==> src/hdl/mic_pkg.sv <==
// shared types and constants for the magnetometer iron calibration block
`default_nettype none
package mic_pkg;

  localparam int SAMPLE_W      = 16;
  localparam int CNT_W         = 16;
  localparam int FACTOR_W      = 20;
  localparam int AXES          = 3;
  localparam int HALF_W        = 15;  // (max-min)/2 never exceeds 32767
  localparam int SUM_W         = 17;  // sum of three half-spans
  localparam int FRAC_BITS_DEF = 12;

  localparam logic signed [SAMPLE_W-1:0] TRACK_MAX_RESET = -16'sd32767;
  localparam logic signed [SAMPLE_W-1:0] TRACK_MIN_RESET = 16'sd32767;
  localparam logic [CNT_W-1:0]           SAMPLE_COUNT_RESET = 16'd3000;

  typedef enum logic [1:0] {
    ST_COLLECT,
    ST_PREP,
    ST_DIV
  } state_t;

  typedef struct packed {
    logic              start;
    logic [SUM_W-1:0]  sum;
    logic [HALF_W-1:0] half;
  } div_req_t;

  typedef struct packed {
    logic                done;
    logic [FACTOR_W-1:0] factor;
  } div_res_t;

endpackage
`default_nettype wire

==> src/hdl/mic_serdiv.sv <==
// bit-serial restoring divider: (sum << frac) / (3 * half), saturated to factor width
`default_nettype none
module mic_serdiv
  import mic_pkg::*;
#(
  parameter int FRAC_BITS = FRAC_BITS_DEF
) (
  input  wire logic     clk,
  input  wire logic     rst_n,
  input  wire div_req_t req,
  output div_res_t      res
);

  localparam int QW     = SUM_W + FRAC_BITS;
  localparam int DIVR_W = HALF_W + 2;
  localparam int CW     = $clog2(QW + 1);

  logic [QW-1:0]     q_r, q_nxt;
  logic [DIVR_W-1:0] rem_r, rem_nxt;
  logic [DIVR_W-1:0] divr_r;
  logic [CW-1:0]     cnt_r;
  logic              run_r;
  logic              done_r;

  logic [DIVR_W:0]   rem_sh;
  logic [DIVR_W:0]   rem_diff;
  logic              ge;

  // one quotient bit per cycle, dividend bits shift out as quotient bits shift in
  always_comb begin
    rem_sh   = {rem_r, q_r[QW-1]};
    rem_diff = rem_sh - {1'b0, divr_r};
    ge       = rem_sh >= {1'b0, divr_r};
    rem_nxt  = ge ? rem_diff[DIVR_W-1:0] : rem_sh[DIVR_W-1:0];
    q_nxt    = {q_r[QW-2:0], ge};
  end

  always_ff @(posedge clk) begin
    if (!rst_n) begin
      run_r  <= 1'b0;
      done_r <= 1'b0;
      cnt_r  <= '0;
    end else begin
      done_r <= 1'b0;
      if (req.start) begin
        q_r    <= {req.sum, {FRAC_BITS{1'b0}}};
        rem_r  <= '0;
        divr_r <= {2'b00, req.half} + {1'b0, req.half, 1'b0};
        cnt_r  <= CW'(QW);
        run_r  <= 1'b1;
      end else if (run_r) begin
        q_r   <= q_nxt;
        rem_r <= rem_nxt;
        cnt_r <= cnt_r - CW'(1);
        if (cnt_r == CW'(1)) begin
          run_r  <= 1'b0;
          done_r <= 1'b1;
        end
      end
    end
  end

  always_comb begin
    res.done   = done_r;
    res.factor = (|q_r[QW-1:FACTOR_W]) ? {FACTOR_W{1'b1}} : q_r[FACTOR_W-1:0];
  end

endmodule
`default_nettype wire

==> src/hdl/magnetometer_iron_calibration.sv <==
// top level: min/max tracking per axis, hard-iron bias and soft-iron factor per run
`default_nettype none
//
// channel  direction  handshake            payload
// in       input      in_valid / in_stall  in_raw_x, in_raw_y, in_raw_z
// out      output     out_valid/out_stall  out_bias_*, out_factor_*, out_zero_span_mask
// cfg      input      cfg_wr_en            cfg_wr_data (sample count)
//
// a sample transfer does the min/max compare for every axis at once
// the sample that ends a run is followed by a prep state and one pass of the shared
//   bit-serial divider per axis, one axis at a time
// rst_n is synchronous; it clears the trackers, the counter and the result valid
// in_stall is high while a run is being finished, and also while an untaken result
//   waits and the next sample would end a new run
// out_stall only holds the result register; samples that do not end a run keep flowing
//
module magnetometer_iron_calibration
  import mic_pkg::*;
#(
  parameter int FACTOR_FRAC_BITS = FRAC_BITS_DEF
) (
  input  wire logic                       clk,
  input  wire logic                       rst_n,
  // sample input
  input  wire logic                       in_valid,
  output logic                            in_stall,
  input  wire logic signed [SAMPLE_W-1:0] in_raw_x,
  input  wire logic signed [SAMPLE_W-1:0] in_raw_y,
  input  wire logic signed [SAMPLE_W-1:0] in_raw_z,
  // result output
  output logic                            out_valid,
  input  wire logic                       out_stall,
  output logic signed [SAMPLE_W-1:0]      out_bias_x,
  output logic signed [SAMPLE_W-1:0]      out_bias_y,
  output logic signed [SAMPLE_W-1:0]      out_bias_z,
  output logic [FACTOR_W-1:0]             out_factor_x,
  output logic [FACTOR_W-1:0]             out_factor_y,
  output logic [FACTOR_W-1:0]             out_factor_z,
  output logic [AXES-1:0]                 out_zero_span_mask,
  // configuration
  input  wire logic                       cfg_wr_en,
  input  wire logic [CNT_W-1:0]           cfg_wr_data
);

  state_t state_r, state_nxt;

  // trackers and run counter
  logic signed [SAMPLE_W-1:0] max_r [AXES];
  logic signed [SAMPLE_W-1:0] min_r [AXES];
  logic [CNT_W-1:0]           seen_r;
  logic [CNT_W-1:0]           count_r;

  // per-run intermediate values
  logic [HALF_W-1:0]          half_r [AXES];
  logic [SUM_W-1:0]           sum_r;
  logic [1:0]                 ax_r;
  logic                       start_r;

  // result register
  logic signed [SAMPLE_W-1:0] bias_r [AXES];
  logic [FACTOR_W-1:0]        fac_r  [AXES];
  logic [AXES-1:0]            mask_r;
  logic                       out_valid_r;

  logic signed [SAMPLE_W-1:0] raw [AXES];
  logic [CNT_W-1:0]           seen_inc;
  logic [CNT_W-1:0]           target;
  logic                       run_ends;
  logic                       in_xfer;
  logic                       out_xfer;
  logic                       prep;

  logic signed [SAMPLE_W:0]   pair_sum  [AXES];
  logic signed [SAMPLE_W:0]   pair_rnd  [AXES];
  logic signed [SAMPLE_W:0]   pair_diff [AXES];
  logic [HALF_W-1:0]          half_c    [AXES];
  logic signed [SAMPLE_W-1:0] bias_c    [AXES];

  div_req_t div_req;
  div_res_t div_res;

  assign raw[0] = in_raw_x;
  assign raw[1] = in_raw_y;
  assign raw[2] = in_raw_z;

  // a zero count behaves like one; a wrapped counter always ends the run
  assign seen_inc = seen_r + CNT_W'(1);
  assign target   = (count_r == '0) ? CNT_W'(1) : count_r;
  assign run_ends = (seen_inc >= target) || (seen_inc == '0);

  assign in_xfer  = in_valid && !in_stall;
  assign out_xfer = out_valid_r && !out_stall;

  // bias rounds toward zero, half-span is never negative after one sample
  always_comb begin
    for (int i = 0; i < AXES; i++) begin
      pair_sum[i]  = {max_r[i][SAMPLE_W-1], max_r[i]} + {min_r[i][SAMPLE_W-1], min_r[i]};
      pair_rnd[i]  = pair_sum[i] + {{SAMPLE_W{1'b0}}, pair_sum[i][SAMPLE_W]};
      bias_c[i]    = pair_rnd[i][SAMPLE_W:1];
      pair_diff[i] = {max_r[i][SAMPLE_W-1], max_r[i]} - {min_r[i][SAMPLE_W-1], min_r[i]};
      half_c[i]    = pair_diff[i][SAMPLE_W] ? '0 : pair_diff[i][HALF_W:1];
    end
  end

  // next state
  always_comb begin
    state_nxt = state_r;
    unique case (state_r)
      ST_COLLECT: if (in_xfer && run_ends) state_nxt = ST_PREP;
      ST_PREP:    state_nxt = ST_DIV;
      ST_DIV:     if (div_res.done && ax_r == 2'd2) state_nxt = ST_COLLECT;
      default:    state_nxt = ST_COLLECT;
    endcase
  end

  // fsm outputs
  always_comb begin
    in_stall = 1'b1;
    prep     = 1'b0;
    unique case (state_r)
      ST_COLLECT: in_stall = out_valid_r && run_ends;
      ST_PREP:    prep     = 1'b1;
      ST_DIV:     in_stall = 1'b1;
      default:    in_stall = 1'b1;
    endcase
  end

  always_ff @(posedge clk) begin
    if (!rst_n) begin
      state_r     <= ST_COLLECT;
      seen_r      <= '0;
      count_r     <= SAMPLE_COUNT_RESET;
      ax_r        <= '0;
      start_r     <= 1'b0;
      out_valid_r <= 1'b0;
      for (int i = 0; i < AXES; i++) begin
        max_r[i] <= TRACK_MAX_RESET;
        min_r[i] <= TRACK_MIN_RESET;
      end
    end else begin
      state_r <= state_nxt;
      start_r <= 1'b0;

      if (cfg_wr_en) count_r <= cfg_wr_data;

      if (in_xfer) begin
        seen_r <= seen_inc;
        for (int i = 0; i < AXES; i++) begin
          if (raw[i] > max_r[i]) max_r[i] <= raw[i];
          if (raw[i] < min_r[i]) min_r[i] <= raw[i];
        end
      end

      // while halves and biases latch, clear the run counter, start the x division and reset the trackers
      if (prep) begin
        seen_r  <= '0;
        ax_r    <= '0;
        start_r <= 1'b1;
        for (int i = 0; i < AXES; i++) begin
          max_r[i] <= TRACK_MAX_RESET;
          min_r[i] <= TRACK_MIN_RESET;
        end
      end

      // one divider pass per axis, x then y then z; a taken result drops the valid
      if (state_r == ST_DIV && div_res.done) begin
        if (ax_r == 2'd2) begin
          out_valid_r <= 1'b1;
        end else begin
          ax_r    <= ax_r + 2'd1;
          start_r <= 1'b1;
        end
      end else if (out_xfer) begin
        out_valid_r <= 1'b0;
      end
    end
  end

  // payload registers
  always_ff @(posedge clk) begin
    if (prep) begin
      sum_r <= SUM_W'({2'b00, half_c[0]}) + SUM_W'({2'b00, half_c[1]})
             + SUM_W'({2'b00, half_c[2]});
      for (int i = 0; i < AXES; i++) begin
        half_r[i] <= half_c[i];
        bias_r[i] <= bias_c[i];
        mask_r[i] <= (half_c[i] == '0);
      end
    end
    // a zero half-span divides by zero, which the divider already saturates
    if (state_r == ST_DIV && div_res.done) fac_r[ax_r] <= div_res.factor;
  end

  assign div_req.start = start_r;
  assign div_req.sum   = sum_r;
  assign div_req.half  = half_r[ax_r];

  mic_serdiv #(
    .FRAC_BITS(FACTOR_FRAC_BITS)
  ) u_div (
    .clk  (clk),
    .rst_n(rst_n),
    .req  (div_req),
    .res  (div_res)
  );

  assign out_valid          = out_valid_r;
  assign out_bias_x         = bias_r[0];
  assign out_bias_y         = bias_r[1];
  assign out_bias_z         = bias_r[2];
  assign out_factor_x       = fac_r[0];
  assign out_factor_y       = fac_r[1];
  assign out_factor_z       = fac_r[2];
  assign out_zero_span_mask = mask_r;

endmodule
`default_nettype wire

==> config.mk <==
export PLATFORM = sky130hd
export DESIGN_NAME = magnetometer_iron_calibration
export DESIGN_NICKNAME = d
export VERILOG_FILES = /design/src/hdl/mic_pkg.sv /design/src/hdl/mic_serdiv.sv /design/src/hdl/magnetometer_iron_calibration.sv
export SDC_FILE = /design/constraint.sdc
export NUM_CORES = 1
export LEC_CHECK = 0
export ABC_AREA = 1
export ABC_CLOCK_PERIOD_IN_PS = 8400
export BUFFER_PORTS_ARGS = -buffer_cell sky130_fd_sc_hd__buf_2
export CORE_ASPECT_RATIO = 1.75
export CORE_MARGIN = 1.5
export CORE_UTILIZATION = 35
export CTS_CLUSTER_SIZE = 28
export DETAILED_ROUTE_END_ITERATION = 7
export GPL_TIMING_DRIVEN = 0
export PLACE_DENSITY_LB_ADDON = 0.1
export SYNTH_ARGS = -nofsm -noshare
export SYNTH_HDL_FRONTEND = slang
export SYNTH_SLANG_ARGS = --single-unit
==> constraint.sdc <==
create_clock -name clk -period 8.4 [get_ports clk]
set_input_delay 0.42 -clock clk [delete_from_list [all_inputs] [get_ports clk]]
set_output_delay 0.42 -clock clk [all_outputs]
set_load 0.05 [all_outputs]
# Word-level counts from Yosys, hierarchy flattened
# Memories as Yosys holds them, arrays and structs flattened. A register that Yosys moved wholly into a read port is not among the register bits.
# Cells that the tools add are included.
# op_classes
eq_ne,7
muxes,72
reduce_logical,25
n_bitwise,14
addsub,16
order_cmp,8
# op_table
operator,n
$mux W16,13
$mux W29,2
$add A16 B16 Y17,3
$add A17 B1 Y17,3
$sub A16 B16 Y17,3
$gt A16 B16 Y1,3
$lt A16 B16 Y1,3
$logic_not A15 Y1,3
$mux W15,3
$mux W1,42
$mux W17,2
$logic_not A16 Y1,2
$mux W20,1
$ge A18 B17 Y1,1
$add A15 B16 Y17,1
$add A16 B15 Y17,1
$sub A17 B17 Y17,1
$add A15 B15 Y16,1
$add A16 B1 Y16 const B,1
$ge A16 B16 Y1,1
$mux W2,6
$or A1 B1 Y1,12
$mux W5,2
$reduce_or A9 Y1,1
17 further kinds,31
# totals
word_cells,163
output_inout_bits,113
register_bits,128
mem_bits_rw,249
in_bits,69
memories,5
# mem_list
name,depth,width,read_ports,rd_ports_with_merged_regs,wr,line_no,source
fac_r,3,20,3,0,1,magnetometer_iron_calibration.sv:61,logic [FACTOR_W-1:0] fac_r [AXES];
bias_r,3,16,3,0,3,magnetometer_iron_calibration.sv:60,logic signed [SAMPLE_W-1:0] bias_r [AXES];
max_r,3,16,3,0,3,magnetometer_iron_calibration.sv:48,logic signed [SAMPLE_W-1:0] max_r [AXES];
min_r,3,16,3,0,3,magnetometer_iron_calibration.sv:49,logic signed [SAMPLE_W-1:0] min_r [AXES];
half_r,3,15,1,1,3,magnetometer_iron_calibration.sv:54,logic [HALF_W-1:0] half_r [AXES];

# Logic depth before layout (Yosys ltp)
# Gate-level depths: netlist of run 1.
# depth
ltp_word,13
mapped_depth,33
ltp_nobuf,32

# Cells and area by module
# From an unflattened synthesis of run 1, not the netlist that was laid out.
# hier_totals
cells_unflattened,3159
hier_area_um2,26090.0
# by_module_without_submodules
mod,seq_area_each_um2,cells_per_inst,n_inst,area_per_inst_um2
magnetometer_iron_calibration,8838.5,2531,1,21176.6
mic_serdiv,2031.9,628,1,4913.5

# Least setup slack after synthesis of run 1
# Ideal clock, no wire load.
# synth_path
path_type,reg-to-reg
startpoint,register state_r[0]
endpoint,"memory max_r[0][0], enable pin"
path_buffers,1
arrival_time_ps,7046
path_slack_ps,983
stages_incl_launch_ff,6
period_less_slack_ps,7417
setup_time_ps,372
t_required_ps,8028
cell_sequence,dfxtp_1 inv_1 nor2_1 nor2_1 clkbuf_1 nand2_1
# synth_lines
element,line_no,source
"start, declared",magnetometer_iron_calibration.sv:45,"state_t state_r, state_nxt;"
"start signal, assigned",magnetometer_iron_calibration.sv:141,state_r <= state_nxt;
"end, declared",magnetometer_iron_calibration.sv:48,

==> metrics.txt, run 1 <==
status complete, no violations; dpl cell area around 28000 um2; Critical Path End Type flop; Syn Nets 3397; post-cts resize count 0; DIE AREA 75100 um2; WL final 76.5 mm; post-CTS setup buffers 0; io pins between 150 and 200; Setup WS post-layout just under 3 ns; Detailed Route Iter0 Violations about 860; Max Cap Viol 0; vias 20900; CP Class reg -> reg; synth warn 0; CTS buffer count 41; worst min path class in -> reg; Post-synth EDFFs 332; clk buf depth 3; Slew Limit Fails 0; startpoint types flop; Worst-path clk slew 0.07 ns; Yosys cell types 54; Post-Layout Inst Area 29300 um2; final core utilization 0.402; Internal approximately 4.5 mW; Avg WL per Cell 18.0 um; Final setup viols 0; switching share of power 0.432; fin crit share 0.651; Via-to-Cell Ratio 4.92; Main synth FF type edfxtp_1; max incr delay on CP 0.50 ns; Worst Tran Pin Value 1.25 ns; residual DRC count 0; share of post-route cells with drive strength above 1 0.0970; row cnt 131; Seq pwr share 0.311; Critical Path AT between 5 and 6 ns; Avg Inst Size Synth 8.43 um2; P_sw around 3.4 mW; Pwr Density 272 nW/um2; Relative slew margins 0.166; antenna violations before repair 8; GRT overflow 0; # port buffers 181; first-pass GRT wire length 119 mm; Pwr Total roughly 8.0 mW; H-tree levels 2; crit-path max FO 10; Worst Path Required 8.74 ns; register area share after synthesis 0.423; clock power share 0.238; CTS root buffer clkbuf_16; Initial Util 0.353; Layout area overhead 14.0%; Worst Skew 0.0187 ns; worst vdd ir 0.180 mV; Comb power frac 0.450; Setup WS pre-CTS 2.92 ns; CP most frequent cell nand2_1; Crit-path slowest cell fa_1; Min Clock Period, post-route 5.47 ns; Die Y 361 um; GP Congestion 0.946; fillers ~7500; Die X 208 um; LEAKAGE around 14 nW; FF+latch count, synth 377; vias in the first global route 21800; GRT Overall Usage 0.203; Placeable Area around 73000 um2; Fin. Hold Viols 0; Synth Instances 3046; max frequency 183 MHz; Final nets about 3600; largest net degree at the start of global routing 34; CTS Hold Bufs 0; Post-synth ARST share 0; CTS tree built; HPWL Detailed 63.3 mm; 1st-pass router iterations 5; Num Clock Sinks 377; clk_lat worst skew 0.60 ns; Routed Antenna Nets 0; RSZ-0062 raised after global routing false; Post-Syn Area 25700 um2
## power by group through the flow
| stage | combinational (mW) | sequential, mW | clock (mW) |
|---|---|---|---|
| 2_1_floorplan | 2.40 | 2.58 | 0 |
| 3_3_place_gp | 3.57 | 2.53 | 0 |
| 3_5_place_dp | 3.60 | 2.52 | 0 |
| 4_1_cts | 3.62 | 2.48 | 1.96 |
| 5_1_grt | 4.00 | 2.50 | 2.02 |
| 6_report | 3.59 | 2.48 | 1.90 |
## layer usage
layer	GRT usage	vias up	routed length, um
met5	0	-	62
met4	0.100	8	3950
met3	0.0291	159	2650
met2	0.418	442	42700
met1	0.192	9773	27100
li1	-	10500	-
## area by class of cell
class	instances	area (um2)	area share
diodes	2	5.00	0.000171
plain buffers	56	268	0.00915
clock buffers	44	1040	0.0354
clock inverters	32	333	0.0114
inverters	537	2020	0.0688
multi-input cells	2076	12600	0.429
flip-flops and latches	377	10900	0.371
well taps	931	1160	0.0398
repair buffers	188	1020	0.0350
## logic make-up (layout without fill, tap and decap cells)
group                    count (synthesis)  count (layout)  share of synthesized area
other                                    0               2                          0
adder cells (fa/ha/maj)                282             282                      0.144
flip-flops                             377             377                      0.423
buffers and inverters                  593             857                     0.0889
AND/OR/NAND/NOR                       1194            1194                      0.199
AO/OA/AOI/OAI                          462             462                     0.0972
multiplexers                             1               1                   0.000390
XOR/XNOR                               137             137                     0.0470
## per-stage QoR
stage | TNS (ns) | std cells | hold slack [ns]
after global routing | 0 | 4242 | 0.0518
after global placement | -669.78 | 4158 | 0.472
final | 0 | 4243 | 0.0544
after CTS | 0 | 4241 | 0.0140
after detailed placement | 0 | 4165 | 0.483
after floorplan | 0 | 3046 | 0.451
## registers in the layout (all words and copies together) (netlist names), 17 cells and up
signal and flops:
max_r 48, half_r 45, min_r 48, fac_r 60
sum_r 17, u_div.q_r 29, bias_r 48, u_div.divr_r 17
u_div.rem_r 17
## path summary, 6_finish.rpt
path,cells after the start,end,from,slack (ns)
max,31,sum_r[12],min_r[0][16],2.93
min,3,count_r[9],cfg_wr_data[9],0.05
max reg2reg,31,sum_r[12],min_r[0][16],2.93
min reg2reg,2,count_r[11],count_r[11],0.49
## critical path: cells and delay by family (launching register included)
family,cells,cell delay [ns]
flops,1,0.43
fa+ha+maj,4,1.33
buf+inv,5,0.61
simple gates,16,1.50
compound gates,6,1.32
## cell usage after synthesis, drive strengths merged (10+ instances only)
cell type	count	area share
nand2	611	0.090
nor3	37	0.0080
nand3	180	0.036
xnor2	14	0.0048
a31oi	10	0.0024
nand3b	10	0.0029
o21bai	20	0.0058
inv	533	0.078
nand4	45	0.011
buf	15	0.0044
a21oi	233	0.045
edfxtp	332	0.39
o21ai	160	0.032
fa	24	0.019
dfxtp	45	0.035
nor2	289	0.045
nor4	13	0.0032
xor2	123	0.042
ha	258	0.13
clkbuf	41	0.0060
## cells in the final DEF, fill, tap and decap left out, types with 23 or more instances in the layout
cell type,Yosys,routed
nand2_1,606,606
inv_1,529,529
edfxtp_1,332,332
nor2_1,264,261
ha_1,258,258
a21oi_1,233,233
buf_2,9,190
nand3_1,176,176
o21ai_0,152,152
xor2_1,122,122
nand4_1,45,45
dfxtp_1,45,45
clkbuf_1,40,43
clkbuf_16,0,41
nor3_1,34,33
fa_1,24,24
nor2_2,22,23
Power figures use the tool's default switching activity.
==> inputs of run 2 (changes only) <==
Settings changed: ABC_CLOCK_PERIOD_IN_PS 8400 to 5600.
Clock period 8.4 ns to 5.6 ns, I/O delays scaled along.
==> metrics.txt, run 2 (synthesized netlist as in run 1, its figures left out) <==
status complete, no violations (unchanged); Min-Delay Endpoint min_r[0][6] (was count_r[9]); clk_lat worst skew 0.62 ns (was 0.60 ns); Max Cap Viol 0 (unchanged); Layout area overhead 15.5% (was 14.0%); Final setup viols 0 (unchanged); Pwr Density 405 nW/um2 (was 272 nW/um2); Via-to-Cell Ratio 4.91 (was 4.92); startpoint types flop (unchanged); vias in the first global route 22000 (was 21800); Num Clock Sinks 377 (unchanged); Hold Path Stages 3 (unchanged); Setup WS pre-CTS 0.134 ns (was 2.92 ns); row cnt 131 (unchanged); Biggest register fac_r (unchanged); antenna violations before repair 7 (was 8); worst vdd ir 0.247 mV (was 0.180 mV); crit-path max FO 10 (unchanged); Crit path max-delay family simple AND/OR/NAND/NOR gates (unchanged); Die Y 361 um (unchanged); most frequent standard cell in the layout excluding fill and tap cells nand2_1 (unchanged); Pwr Total 12.0 mW (was 7.97 mW); CTS buffer count 41 (unchanged); Reg2Reg Depth 32 (was 31); DIE AREA 75100 um2 (unchanged); max frequency 194 MHz (was 183 MHz); Worst Path Required 5.95 ns (was 8.74 ns); worst min path class in -> reg (unchanged); dpl cells 4165 (unchanged); GRT Overall Usage 0.204 (was 0.203); Placeable Area 72800 um2 (unchanged); max incr delay on CP 0.50 ns (about the same); share of post-route cells with drive strength above 1 0.0982 (was 0.0970); Worst Skew 0.0385 ns (was 0.0187 ns); WL final 76.8 mm (was 76.5 mm); Die X 208 um (unchanged); final core utilization 0.408 (was 0.402); Initial Util 0.353 (unchanged); 1st-pass router iterations 5 (unchanged); hold_sp in_raw_x[6] (was cfg_wr_data[9]); first-pass GRT wire length 119 mm (about the same); GRT overflow 0 (unchanged); CP Class reg -> reg (unchanged); largest net degree at the start of global routing 32 (was 34); max reg flops 60 (unchanged); H-tree levels 2 (unchanged); Detailed Route Iter0 Violations 950 (was 858); hold_ws 0.0261 ns (was 0.0544 ns); # port buffers 181 (unchanged); flop2flop setup slack 0.44 ns (was 2.93 ns); Critical Path AT 5.50 ns (was 5.82 ns); Fin. Hold Viols 0 (unchanged); non-filler cells, final 4282 (was 4243); CTS root buffer clkbuf_16 (unchanged); clk buf depth 3 (unchanged); CTS tree built (unchanged); fin crit share 0.921 (was 0.651); Reg2Reg Capture Point sum_r[12] (unchanged); vias 21000 (was 20900); Slew Limit Fails 0 (unchanged); Bufs and invs on worst path 5 (unchanged); RSZ-0062 raised after global routing false (unchanged); LEAKAGE 14.2 nW (was 14.0 nW); Relative slew margins 0.168 (was 0.166); HPWL Detailed 63.3 mm (about the same); leading cell types in the layout, fill and taps excluded nand2_1, inv_1, edfxtp_1 (unchanged); Routed Antenna Nets 0 (unchanged); setup TNS 0 ns (unchanged); GP Congestion 0.950 (was 0.946); Critical Path End Type flop (unchanged); Min Clock Period, post-route 5.16 ns (was 5.47 ns); Final nets 3668 (was 3628); Worst-path clk slew 0.07 ns (about the same); Worst Tran Pin Value 1.24 ns (was 1.25 ns); residual DRC count 0 (unchanged); CP most frequent cell nand2_1 (unchanged); reg2reg start min_r[0][16] (unchanged); dpl cell area 27900 um2 (about the same); Post-Layout Inst Area 29700 um2 (was 29300 um2); Crit-path slowest cell fa_1 (unchanged); io pins 182 (unchanged); Avg WL per Cell 17.9 um (was 18.0 um); Setup WS post-layout 0.444 ns (was 2.93 ns)
-- run 2: routing by layer --
| metal | vias up | GRT usage | part of all wire |
|---|---|---|---|
| met5 | - | 0 | 0.00091 |
| met3 | 168 | 0.0262 | 0.032 |
| met1 | 9835 | 0.195 | 0.35 |
| met4 | 10 | 0.107 | 0.056 |
| met2 | 417 | 0.416 | 0.56 |
| li1 | 10600 | - | - |
-- run 2: repair_timing --
item                                    4_1_cts  5_1_grt
hold buffers                                 37        0
endpoints found under the setup margin        0        5
buffers inserted                              0        3
hold endpoints to repair                     32        0
resized for setup                             0        6
-- run 2: worst max-delay path by stage --
stage	start	end	slack, ns	cells past startpoint
finish	min_r[0][16]	sum_r[12]	0.44	32
global route	max_r[0][16]	sum_r[12]	0.02	32
CTS	min_r[0][16]	sum_r[12]	0.09	31
detailed placement	min_r[0][16]	sum_r[12]	0.13	31
global placement	state_r[0]	min_r[0][17]	-2.55	5
floorplan	state_r[0]	max_r[0][0]	0.48	5
-- run 2: power by group --
| part | internal (mW) | total [mW] | switching, mW |
|---|---|---|---|
| logic | 1.65 | 5.45 | 3.80 |
| registers | 3.58 | 3.72 | 0.146 |
| clock network | 1.53 | 2.84 | 1.31 |
| total | 6.76 | 12.0 | 5.25 |
-- run 2: worst reg2reg max path, delay by kind of cell (launching register included) --
kind                       cells  cell delay [ns]
adders and majority gates      4             1.34
DFF                            1             0.43
AOI/OAI and AO/OA              7             1.20
and+or+nand+nor               16             1.38
buffers and inverters          5             0.55
-- run 2: layout make-up --
type	instances	area [um2]
Clock buffer	47	1050
Antenna cell	1	2.50
Clock inverter	29	313
Multi-Input combinational cell	2076	12600
Tap cell	931	1160
Fill cell	7524	43100
Inverter	537	2020
Timing Repair Buffer	228	1430
Sequential cell	377	10900
Buffer	56	270
==> inputs of run 3 (changes only) <==
Settings changed: ABC_AREA 1 to not set, PLACE_DENSITY set to 0.47, PLACE_DENSITY_LB_ADDON 0.1 to not set.
==> metrics.txt, run 3 <==
status complete, no violations (unchanged); Critical Path AT 5.77 ns (was 5.50 ns); register area share after synthesis 0.434 (was 0.423); CP Class reg -> reg (unchanged); Internal 5.62 mW (was 6.76 mW); worst vdd ir 0.233 mV (was 0.247 mV); row cnt 129 (was 131); Initial Util 0.354 (was 0.353); fillers 6875 (was 7524); leading cell types in the layout, fill and taps excluded edfxtp_1, ha_1, inv_1 (was nand2_1, inv_1, edfxtp_1); vias in the first global route 19400 (was 22000); Pwr Density 277 nW/um2 (was 405 nW/um2); Relative slew margins 0.0884 (was 0.168); Synth top cells by count edfxtp_1, ha_1, inv_1 (was nand2_1, inv_1, edfxtp_1); crit-path max FO 2 (was 10); Seq pwr share 0.398 (was 0.310); Crit path max-delay family compound AO/OA/AOI/OAI gates (was simple AND/OR/NAND/NOR gates); max frequency 184 MHz (was 194 MHz); LEAKAGE 12.3 nW (was 14.2 nW); Ant. Diodes 0 (was 1); Final nets 3070 (was 3668); Routed Antenna Nets 0 (unchanged); Worst Skew 0.0241 ns (was 0.0385 ns); CTS buffer count 41 (unchanged); top cells by area, synth edfxtp_1, ha_1, xnor2_1 (was edfxtp_1, ha_1, nand2_1); clk buf depth 3 (unchanged); P_sw 2.57 mW (was 5.25 mW); Detailed Route Iter0 Violations 707 (was 950); Pwr Total 8.18 mW (was 12.0 mW); Post-Layout Inst Area 29500 um2 (was 29700 um2); CTS tree built (unchanged); Max Cap Viol 0 (unchanged); Crit-path slowest cell fa_1 (unchanged); io pins 182 (unchanged); startpoint types flop (unchanged); first-pass GRT wire length 107 mm (was 119 mm); Die X 205 um (was 208 um); Avg Inst Size Synth 10.4 um2 (was 8.43 um2); most frequent standard cell in the layout excluding fill and tap cells edfxtp_1 (was nand2_1); Fin. Hold Viols 0 (unchanged); clock power share 0.345 (was 0.236); Slew Limit Fails 0 (unchanged); GRT overflow 0 (unchanged); GP Congestion 0.887 (was 0.950); Final setup viols 0 (unchanged); Post-Syn Area 25000 um2 (was 25700 um2); Biggest register fac_r (unchanged); switching share of power 0.314 (was 0.437); residual DRC count 0 (unchanged); Worst Path Required 5.94 ns (was 5.95 ns); Layout area overhead 17.9% (was 15.5%); Setup WS post-layout 0.165 ns (was 0.444 ns); CP most frequent cell buf_4 (was nand2_1); max incr delay on CP 0.56 ns (was 0.50 ns); clk_lat worst skew 0.60 ns (was 0.62 ns); vias 18700 (was 21000); top-area cell type share of the netlist area 0.398 (was 0.388); CTS root buffer clkbuf_16 (unchanged); area of the multi-input gates 13100 um2 (was 12600 um2); Worst-path clk slew 0.06 ns (was 0.07 ns); DIE AREA 73200 um2 (was 75100 um2); Min Clock Period, post-route 5.43 ns (was 5.16 ns); register area 10900 um2 (unchanged); Worst Tran Pin Value 1.36 ns (was 1.24 ns); Comb power frac 0.257 (was 0.454); Post-synth EDFFs 332 (unchanged); GRT Overall Usage 0.190 (was 0.204); Placeable Area 70700 um2 (was 72800 um2); 1st-pass router iterations 5 (unchanged); Synth Instances 2416 (was 3046); Critical Path End Type flop (unchanged); Via-to-Cell Ratio 5.11 (was 4.91); WL final 69.8 mm (was 76.8 mm); H-tree levels 2 (unchanged); Die Y 357 um (was 361 um); Post-synth ARST share 0 (unchanged); synth warn 0 (unchanged); Avg WL per Cell 19.0 um (was 17.9 um); fin crit share 0.971 (was 0.921); worst min path class in -> reg (unchanged); share of post-route cells with drive strength above 1 0.154 (was 0.0982); HPWL Detailed 56.0 mm (was 63.3 mm); Main synth FF type edfxtp_1 (unchanged); Bufs and invs on worst path 14 (was 5); post-synth top area cell edfxtp_1 (unchanged); Yosys cell types 91 (was 54); FF+latch count, synth 377 (unchanged); largest net degree at the start of global routing 66 (was 32); Setup WS pre-CTS -1.22 ns (was 0.134 ns); # port buffers 180 (was 181); antenna violations before repair 0 (was 7); Num Clock Sinks 377 (unchanged); dpl cell area 27300 um2 (was 27900 um2); most common cell in the synthesized netlist edfxtp_1 (was nand2_1); RSZ-0062 raised after global routing true (was false); Syn Nets 2767 (was 3397); max reg flops 60 (unchanged)
-- run 3: per-layer routing --
metal / routed length, um / GRT usage
met2: 37900 / 0.376
met1: 26400 / 0.194
met4: 3400 / 0.0888
met3: 2050 / 0.0214
met5: 0 / 0
-- run 3: what timing repair did --
| item | CTS | global route |
|---|---|---|
| setup endpoints to repair | 12 | 66 |
| gates resized for setup | 34 | 23 |
| hold buffers | 43 | 0 |
| pin swaps | 16 | 16 |
| endpoints found under the hold margin | 46 | 0 |
| setup buffers | 23 | 8 |
-- run 3: cell type report --
class,instances,share of cell area
Sequential cell,377,0.368
Multi-Input combinational cell,1722,0.445
Tap cell,917,0.0389
Inverter,234,0.0298
Buffer,83,0.0136
Clock inverter,30,0.0104
Clock buffer,46,0.0357
Timing Repair Buffer,260,0.0578
-- run 3: power groups by stage --
| stage | Combinational (mW) | Clock [mW] | Sequential, mW |
|---|---|---|---|
| 2_1_floorplan | 1.41 | 0 | 3.30 |
| 3_3_place_gp | 1.95 | 0 | 3.32 |
| 3_5_place_dp | 1.98 | 0 | 3.32 |
| 4_1_cts | 2.07 | 2.92 | 3.26 |
| 5_1_grt | 2.34 | 3.00 | 3.27 |
| 6_report | 2.10 | 2.82 | 3.26 |
-- run 3: final timing paths --
path                                   start            to  slack, ns  cells past startpoint
worst max-delay path            max_r[0][16]     sum_r[15]       0.17                     30
worst min-delay path             in_raw_z[4]  min_r[0][36]       0.03                      2
worst max register to register  max_r[0][16]     sum_r[15]       0.17                     30
worst min register to register    count_r[0]    count_r[0]       0.51                      2
-- run 3: per-stage QoR --
step / TNS, ns / util / hold WS, ns / cells
2_1_floorplan: 0 / - / 0.410 / 2416
3_3_place_gp: -188.40 / 0.383 / 0.495 / 3513
3_5_place_dp: -8.13 / 0.386 / 0.506 / 3521
4_1_cts: 0 / 0.415 / 0.00172 / 3661
5_1_grt: -0.0694 / 0.417 / 0.0168 / 3669
6_report: 0 / 0.417 / 0.0283 / 3669
-- run 3: cell families after synthesis --
family / share of synthesized area
compound gates: 0.119
xor+xnor: 0.0608
fa+ha+maj: 0.148
buf+inv: 0.0505
flops: 0.434
mux: 0.0258
simple gates: 0.162
